`config.mk`:
```
export PLATFORM = sky130hd
export DESIGN_NAME = dia_cell
export DESIGN_NICKNAME = d
export VERILOG_FILES = /design/src/hw/rtl/dia_pkg.sv /design/src/hw/rtl/dia_cell.sv
export SDC_FILE = /design/constraint.sdc
export NUM_CORES = 1
export LEC_CHECK = 0
export BUFFER_PORTS_ARGS = -buffer_cell sky130_fd_sc_hd__buf_2
export CAP_MARGIN = 40
export CORE_MARGIN = 2
export CORE_UTILIZATION = 40
export CTS_CLUSTER_DIAMETER = 100
export CTS_CLUSTER_SIZE = 20
export DETAILED_ROUTE_END_ITERATION = 12
export MAX_ROUTING_LAYER = met4
export PLACE_DENSITY_LB_ADDON = 0.12
export SKIP_LAST_GASP = 1
export SLEW_MARGIN = 20
export SYNTH_ARGS = -nofsm -noshare
export SYNTH_HDL_FRONTEND = slang
export SYNTH_SLANG_ARGS = --single-unit
```
`constraint.sdc`:
```
create_clock -name clk -period 1.56 [get_ports clk]
set_input_delay 0.078 -clock clk [delete_from_list [all_inputs] [get_ports clk]]
set_output_delay 0.078 -clock clk [all_outputs]
set_load 0.01 [all_outputs]
```
`src/hw/rtl/dia_pkg.sv`:
```
package dia_pkg;

	// Default number of dictionary entries.
	localparam int DICT_DEPTH_DEF = 256;

	// Width and reset value of the block size register.
	localparam int BSIZE_W = 17;
	localparam logic [BSIZE_W-1:0] BLOCK_SIZE_RST = 17'd4096;

	// Item modes.
	localparam logic MODE_ADD  = 1'b0;
	localparam logic MODE_READ = 1'b1;

	// Search token that walks down the row of cells, one cell per cycle.
	typedef struct packed {
		logic        valid;
		logic        mode;
		logic [63:0] key;
		logic [7:0]  rd;
		logic        hit;
		logic        is_new;
		logic [7:0]  idx;
		logic [63:0] data;
	} tok_t;

	// One finished result item.
	typedef struct packed {
		logic [7:0]  index;
		logic        is_new;
		logic        dict_full;
		logic        block_end;
		logic [63:0] entry_value;
		logic [8:0]  dict_size;
	} res_t;

	typedef enum logic [1:0] {
		ST_IDLE,
		ST_SCAN,
		ST_HOLD
	} state_t;

endpackage

```
`src/hw/rtl/dia_cell.sv`:
```
module dia_cell #(
	parameter int POS   = 0,
	parameter int CNT_W = 9
) (
	input  logic          clk,
	input  logic          arst_n,
	input  dia_pkg::tok_t tok_in,
	input  logic [CNT_W-1:0] count,
	output dia_pkg::tok_t tok_out
);

	localparam logic [CNT_W-1:0] POS_C = CNT_W'(POS);
	localparam logic [7:0] POS8 = 8'(POS % 256);
	localparam bit RD_REACH = (POS < 256);

	logic [63:0]   entry_q;
	dia_pkg::tok_t tok_q;
	dia_pkg::tok_t tok_d;
	logic          occupied;
	logic          append;

	// An entry takes part only while it lies below the fill count.
	always_comb begin
		tok_d    = tok_in;
		occupied = (POS_C < count);
		append   = 1'b0;
		if (tok_in.valid && !tok_in.hit) begin
			if (tok_in.mode == dia_pkg::MODE_ADD) begin
				if (occupied && (entry_q == tok_in.key)) begin
					tok_d.hit = 1'b1;
					tok_d.idx = POS8;
				end else if (POS_C == count) begin
					// First free cell and no earlier match: store the value here.
					append       = 1'b1;
					tok_d.hit    = 1'b1;
					tok_d.is_new = 1'b1;
					tok_d.idx    = POS8;
				end
			end else if (RD_REACH && (tok_in.rd == POS8)) begin
				tok_d.hit = 1'b1;
				if (occupied) begin
					tok_d.data = entry_q;
				end
			end
		end
	end

	always_ff @(posedge clk) begin
		if (append) begin
			entry_q <= tok_in.key;
		end
	end

	always_ff @(posedge clk or negedge arst_n) begin
		if (!arst_n) begin
			tok_q <= '0;
		end else begin
			tok_q <= tok_d;
		end
	end

	assign tok_out = tok_q;

endmodule

```
==> results of run 1 <==
-- kinds of logic after synthesis --
family                 count (synthesis)
multiplexers                          64
buffers and inverters                  9
AND/OR/NAND/NOR                       44
flip-flops                           212
XOR/XNOR                              64
-- registers in the layout (all words and copies together) (netlist names) --
| signal | flops |
|---|---|
| tok_out | 148 |
| entry_q | 64 |
-- path summary, 6_finish.rpt --
path,startpoint,to,slack [ns],cells after the start
hold reg to reg,entry_q[48],tok_out[48],0.52,1
min in group clk,tok_in[79],tok_out[73],0.19,5
hold / removal,arst_n,tok_out[6],0.09,2
setup reg to reg,entry_q[47],tok_out[65],-0.59,7
setup / recovery,entry_q[47],tok_out[65],-0.59,7
max in group asynchronous,arst_n,tok_out[60],0.86,3
-- critical path, cell delays in order, from the launching register on --
cell      delay [ns]
edfxtp_1        0.41
xor2_1          0.16
nor4_2          0.44
nand4_1         0.33
nor4_4          0.27
buf_4           0.18
nand3_4         0.08
and3_1          0.16
-- what timing repair did --
item	in CTS	in global routing
gates cloned	0	1
resized for setup	2	6
endpoints found under the hold margin	360	0
endpoints found under the setup margin	9	9
hold buffers	149	0
buffers inserted	0	1
pin swaps	0	5
-- layout make-up --
cell class,instances,area (sq um),area share (%)
antenna,3,7.51,0.0653
tap,229,287,2.49
sequential,212,5630,49.0
timing repair buffer,503,3490,30.4
clock inverter,1,8.76,0.0762
clock buffer,21,398,3.46
inverter,1,7.51,0.0653
multi-input combinational,173,1670,14.5
-- cell usage after synthesis --
master    number  area (sq um)
nand4b_1       1          8.76
inv_1          1          3.75
and3_1         8          50.1
xor2_1        40           350
nor3_1         2          10.0
edfxtp_1      64          1920
dfrtp_1      148          3700
nand2b_1       1          6.26
nor4_1         6          37.5
nand4_1       10          62.6
buf_4          1          7.51
nand3_1        2          10.0
nor3b_1        1          7.51
nor2b_1        1          6.26
buf_6          6          67.6
nor4_2         7          87.6
mux2_1        64           721
nor4bb_1       1          10.0
xnor2_1       24           210
nor2_1         2          7.51
nor3_2         1          10.0
nand3_2        1          10.0
clkbuf_1       1          3.75
-- stage by stage --
| stage | setup slack (ns) | hold WS, ns | setup TNS (ns) | instances | power (mW) |
|---|---|---|---|---|---|
| 2_1_floorplan | -0.198 | -0.218 | -13.16 | 393 | 6.34 |
| 3_3_place_gp | -0.658 | 0.0158 | -14.82 | 967 | 6.98 |
| 3_5_place_dp | -0.666 | 0.0260 | -17.45 | 967 | 7.00 |
| 4_1_cts | -0.564 | 0.0872 | -4.90 | 1138 | 10.9 |
| 5_1_grt | -0.683 | 0.106 | -5.84 | 1143 | 11.2 |
| 6_report | -0.592 | 0.0885 | -5.01 | 1143 | 10.8 |
-- report_power, final --
group	switching [mW]	internal, mW	total, mW
combinational	0.543	0.679	1.22
sequential	0.0496	5.91	5.96
clock	1.79	1.78	3.58
-- per-layer routing --
layer | part of all wire [%] | track usage, % | wire, um | vias up
met5 | 0 | - | 0 | -
met4 | 2.4 | 5.10 | 484 | 0
met3 | 5.7 | 4.47 | 1150 | 32
met2 | 51 | 36.9 | 10400 | 205
met1 | 41 | 26.1 | 8250 | 2584
li1 | - | - | - | 2421
==> impl_results.md, run 1 <==
* Synthesized area at 7310 sq um
* Util after Layout at 64.0%
* Sink Count at about 210
* Layout Nets at 1064
* Clk buf depth at 3
* Period utilization at 138%
* # IOs at 307
* Vias in the first global route at a little under 6000
* Largest net degree at the start of global routing at 46
* Fmax at 0.465 GHz
* Ys Warns at 0
* Maxcap violations at 0
* Distinct cells, synth at 23
* Post-Synth Adder-Cell Area at 0%
* Clk root buf: clkbuf_16
* Iteration-0 DRC Markers at between 150 and 200
* Setup Viol. Count Final at 9
* Post-Syn Area per Cell at roughly 19 sq um
* CP startpoint kind: flop
* Simple-gate share of the synthesized area at 4.43%
* Vias per Instance at approximately 4.6
* Largest family of logic cells by synthesized area: multiplexers
* DRC at 0
* Clock Skew at 0.0139 ns
* Total CTS buffers at 14
* Worst-path maximum fanout at 4
* Design area at 11500 sq um
* Leak at 5.15 nW
* Fillers at roughly 1400
* Core area at 18000 sq um
* Gpl congestion at between 0.8 and 0.9
* Failing checks: setup timing
* Mux cell area share after synthesis at 9.85%
* Die Width at 139 um
* CP arrival at 2.51 ns
* Most frequent cells in the layout: 305 x buf_2, 149 x dlygate4sd3_1, 148 x dfrtp_1
* CP Class: flop to flop
* Slew Limit Fails at 0
* Rows at 49
* First-pass GRT wire length at 31700 um
* DRT antenna net count at 0
* Kind of end point of the critical path: flop
* DRT Pass-1 Iters at 4
* # H-tree levels at 1
* Initial antenna violation count at 3
* Vias at 5242
* Worst EP required at between 1.5 and 2 ns
* Die ar. at 19400 sq um
* Share of cells above drive strength 1 at 42.5%
* Worst Tran Pin Value at 0.415 ns
* Final global-route overflow total at 0
* Placed cell areas at 9520 sq um
* RSZ-0062 raised after global routing: yes
* Peak supply drop at 0.000886 V
* CTS tree: yes
* Final Hold Vio Count at 0
* Commonest non-fill, non-tap cell in the layout: buf_2
* #FFs+latches synth at 212
* Worst-Skew Late Latency at ~0.47 ns
* Pwr Density at between 900 and 1000 nW/um^2
* Status: finished, violations left
* GRT Overall Usage at 21.4%
* Final WS setup at -0.592 ns
* Die Span Y at between 100 and 150 um
* Post-DR wirelength/cell at 17.8 um
* Synth Area in XOR/XNOR at 7.66%
* Worst-path clk slew at 0.09 ns
* Post-Synthesis Cells at 393
* Synth Net Count at 552
* Synth Area in Compound Gates at 0%
* Worst hold path type: input port to async pin
* Area growth, synth to finish at 57.1%
* Post-synthesis sequential area ratio at 76.9%
* Period minus WS final at approximately 2.2 ns
* Dpl hpwl at 13600 um
* Initial Util at approximately two fifths
* Relative slew slack at 72.1%
* Port Buffers at 306
* Final wirelength at 20300 um
(Power assumes the default switching activity.)
==> run 2: changes to the inputs <==
--- a/config.mk
+++ b/config.mk
@@ -8,7 +8,7 @@
 export BUFFER_PORTS_ARGS = -buffer_cell sky130_fd_sc_hd__buf_2
 export CAP_MARGIN = 40
 export CORE_MARGIN = 2
-export CORE_UTILIZATION = 40
+export CORE_UTILIZATION = 43
 export CTS_CLUSTER_DIAMETER = 100
 export CTS_CLUSTER_SIZE = 20
 export DETAILED_ROUTE_END_ITERATION = 12
==> run 2 against run 1 <==
- the run still ends with setup timing left
- critical path depth is 1 higher
- hold slack better by 0.018 ns
- wire length is 1.1% lower
- cell count is 1.1% lower
- combinational power about the same
- first-iteration DRC count down 6.4%
- highest routed layer unchanged
==> impl_results.md, run 2 (synthesis gave the netlist of run 1 again) <==
* Status: finished, violations left
* Failing checks: setup timing
* Most frequent cells in the layout: 305 x buf_2, 149 x dlygate4sd3_1, 148 x dfrtp_1
* Combinational Power Share at 11.4% (about the same)
* Worst EP required at 1.91 ns (about the same)
* Worst Tran Pin Value at 0.415 ns (-0.000206 ns)
* Die Span Y at 134 um (-3.4%)
* Sw Pwr at 2.37 mW (-0.68%)
* DRC at 0 (unchanged)
* Port Buffers at 306 (unchanged)
* DRT antenna net count at 0 (unchanged)
* Final wirelength at 20100 um (-1.1%)
* CP arrival at 2.38 ns (-0.13 ns)
* Relative slew slack at 72.2% (+0.093 points)
* Die Width at 134 um (-3.4%)
* Fillers at 1194 (-15%)
* Worst-path clk slew at 0.08 ns (about the same)
* # IOs at 307 (unchanged)
* Final WS setup at -0.464 ns (+0.127 ns)
* Core area at 16600 sq um (-7.7%)
* Worst-Skew Late Latency at 0.47 ns (about the same)
* Placed cell areas at 9480 sq um (-0.41%)
* Iteration-0 DRC Markers at 160 (-6.4%)
* Slew Limit Fails at 0 (unchanged)
* R2r setup slk at -0.46 ns (+0.13 ns)
* Die ar. at 18100 sq um (-6.8%)
* Critical path cell sequence: xor2_1 -> nor4_2 -> buf_4 -> nand4_1 -> nor4_4 -> buf_4 -> nand3_4 -> and3_1
* Peak supply drop at 0.000777 V (-12%)
* CP top delay family: simple AND/OR/NAND/NOR gates
* GRT Overall Usage at 22.7% (+1.3 points)
* Kind of end point of the critical path: flop
* Reg power frac at 55.5% (about the same)
* Maxcap violations at 0 (unchanged)
* Clk root buf: clkbuf_16
* Initial Util at 44.1% (+3.4 points)
* CTS tree: yes
* Clock Skew at 0.00810 ns (-0.00578 ns)
* Total CTS buffers at 14 (unchanged)
* Area growth, synth to finish at 56.6%
* Worst Path Buf+Inv at 2 (+1)
* Worst-path maximum fanout at 5 (+1)
* Largest net degree at the start of global routing at 41 (-11%)
* Critical Path Slowest Stage Cell: edfxtp_1
* # diodes at 0 (-3)
* Initial antenna violation count at 0 (-3)
* Pwr Density at 939 nW/um^2 (+0.20%)
* Gpl congestion at 0.802 (-8.3%)
* Most used cell, CP: buf_4
* Total negative slack at -3.94 ns (+1.07 ns)
* Vias per Instance at 4.61 (+0.51%)
* Layout Nets at 1062 (-0.19%)
* Period minus WS final at 2.02 ns (-0.127 ns)
* Sw frac at 22.0% (-0.13 points)
* Dpl hpwl at 13400 um (-2.2%)
* CP Class: flop to flop
* RSZ-0062 raised after global routing: yes
* Worst hold path type: input port to async pin
* Vias at 5209 (-0.63%)
* Final Hold Vio Count at 0 (unchanged)
* # H-tree levels at 1 (unchanged)
* Share of cells above drive strength 1 at 42.3% (-0.17 points)
* Dpl ws at -0.607 ns (+0.0588 ns)
* Design area at 11500 sq um (-0.28%)
* Final global-route overflow total at 0 (unchanged)
* Clk pwr share at 33.2% (about the same)
* Clk buf depth at 3 (unchanged)
* Vias in the first global route at 5830 (+0.97%)
* Fmax at 0.494 GHz (+6.3%)
* Sink Count at 212 (unchanged)
* Post-DR wirelength/cell at 17.8 um (about the same)
* Leak at 5.14 nW (-0.24%)
* Commonest non-fill, non-tap cell in the layout: buf_2
* Period utilization at 130% (-8.2 points)
* Crit path largest cell delay at 0.41 ns (-0.03 ns)
* First-pass GRT wire length at 30800 um (-2.9%)
* Setup Viol. Count Final at 9 (unchanged)
* Max reg flops at 148 (unchanged)
* DRT Pass-1 Iters at 4 (unchanged)
* Util after Layout at 69.1% (+5.1 points)
* CP startpoint kind: flop
* P_int at 8.38 mW (about the same)
* Rows at 47 (-4.1%)
==> run 2: path summary, 6_finish.rpt <==
| check | startpoint | end | cells past startpoint |
|---|---|---|---|
| setup / recovery | entry_q[46] | tok_out[65] | 8 |
| hold / removal | arst_n | tok_out[13] | 2 |
| setup reg to reg | entry_q[46] | tok_out[65] | 8 |
| hold reg to reg | entry_q[2] | tok_out[2] | 1 |
| max in group asynchronous | arst_n | tok_out[128] | 3 |
| min in group clk | tok_in[77] | tok_out[73] | 5 |
==> run 2: metrics by stage <==
stage               cells  hold WS [ns]  total power, mW
finish               1130         0.107             10.8
global route         1130         0.125             11.2
CTS                  1128         0.110             10.8
detailed placement    956        0.0272             6.99
global placement      956        0.0213             6.97
floorplan             393        -0.218             6.34
==> run 2: routing by layer <==
layer	track usage (%)	up-vias	part of all wire (%)
li1	-	2410	-
met1	27.6	2561	41
met2	39.4	203	51
met3	3.70	35	5.6
met4	6.49	0	2.5
met5	-	-	0
==> run 2: final cells by class <==
type / count / area [sq um] / share of cell area, %
clock buffers: 22 / 402 / 3.51
repair buffers: 501 / 3460 / 30.2
flip-flops and latches: 212 / 5630 / 49.1
inverters: 1 / 7.51 / 0.0655
clock inverters: 1 / 8.76 / 0.0765
well taps: 220 / 275 / 2.40
multi-input cells: 173 / 1680 / 14.6
==> run 2: power by group through the flow <==
stage | combinational (mW) | sequential [mW] | clock, mW
global route | 1.32 | 5.99 | 3.89
floorplan | 0.144 | 6.19 | 0
finish | 1.22 | 5.97 | 3.56
CTS | 1.22 | 5.97 | 3.65
detailed placement | 0.914 | 6.08 | 0
global placement | 0.897 | 6.08 | 0
==> run 2: what timing repair did <==
item	in CTS	in global routing
gates resized for setup	3	5
cloned	0	1
endpoints found under the setup margin	9	9
hold buffers	149	0
endpoints found under the hold margin	360	0
pin swaps	0	4
buffers inserted	0	1
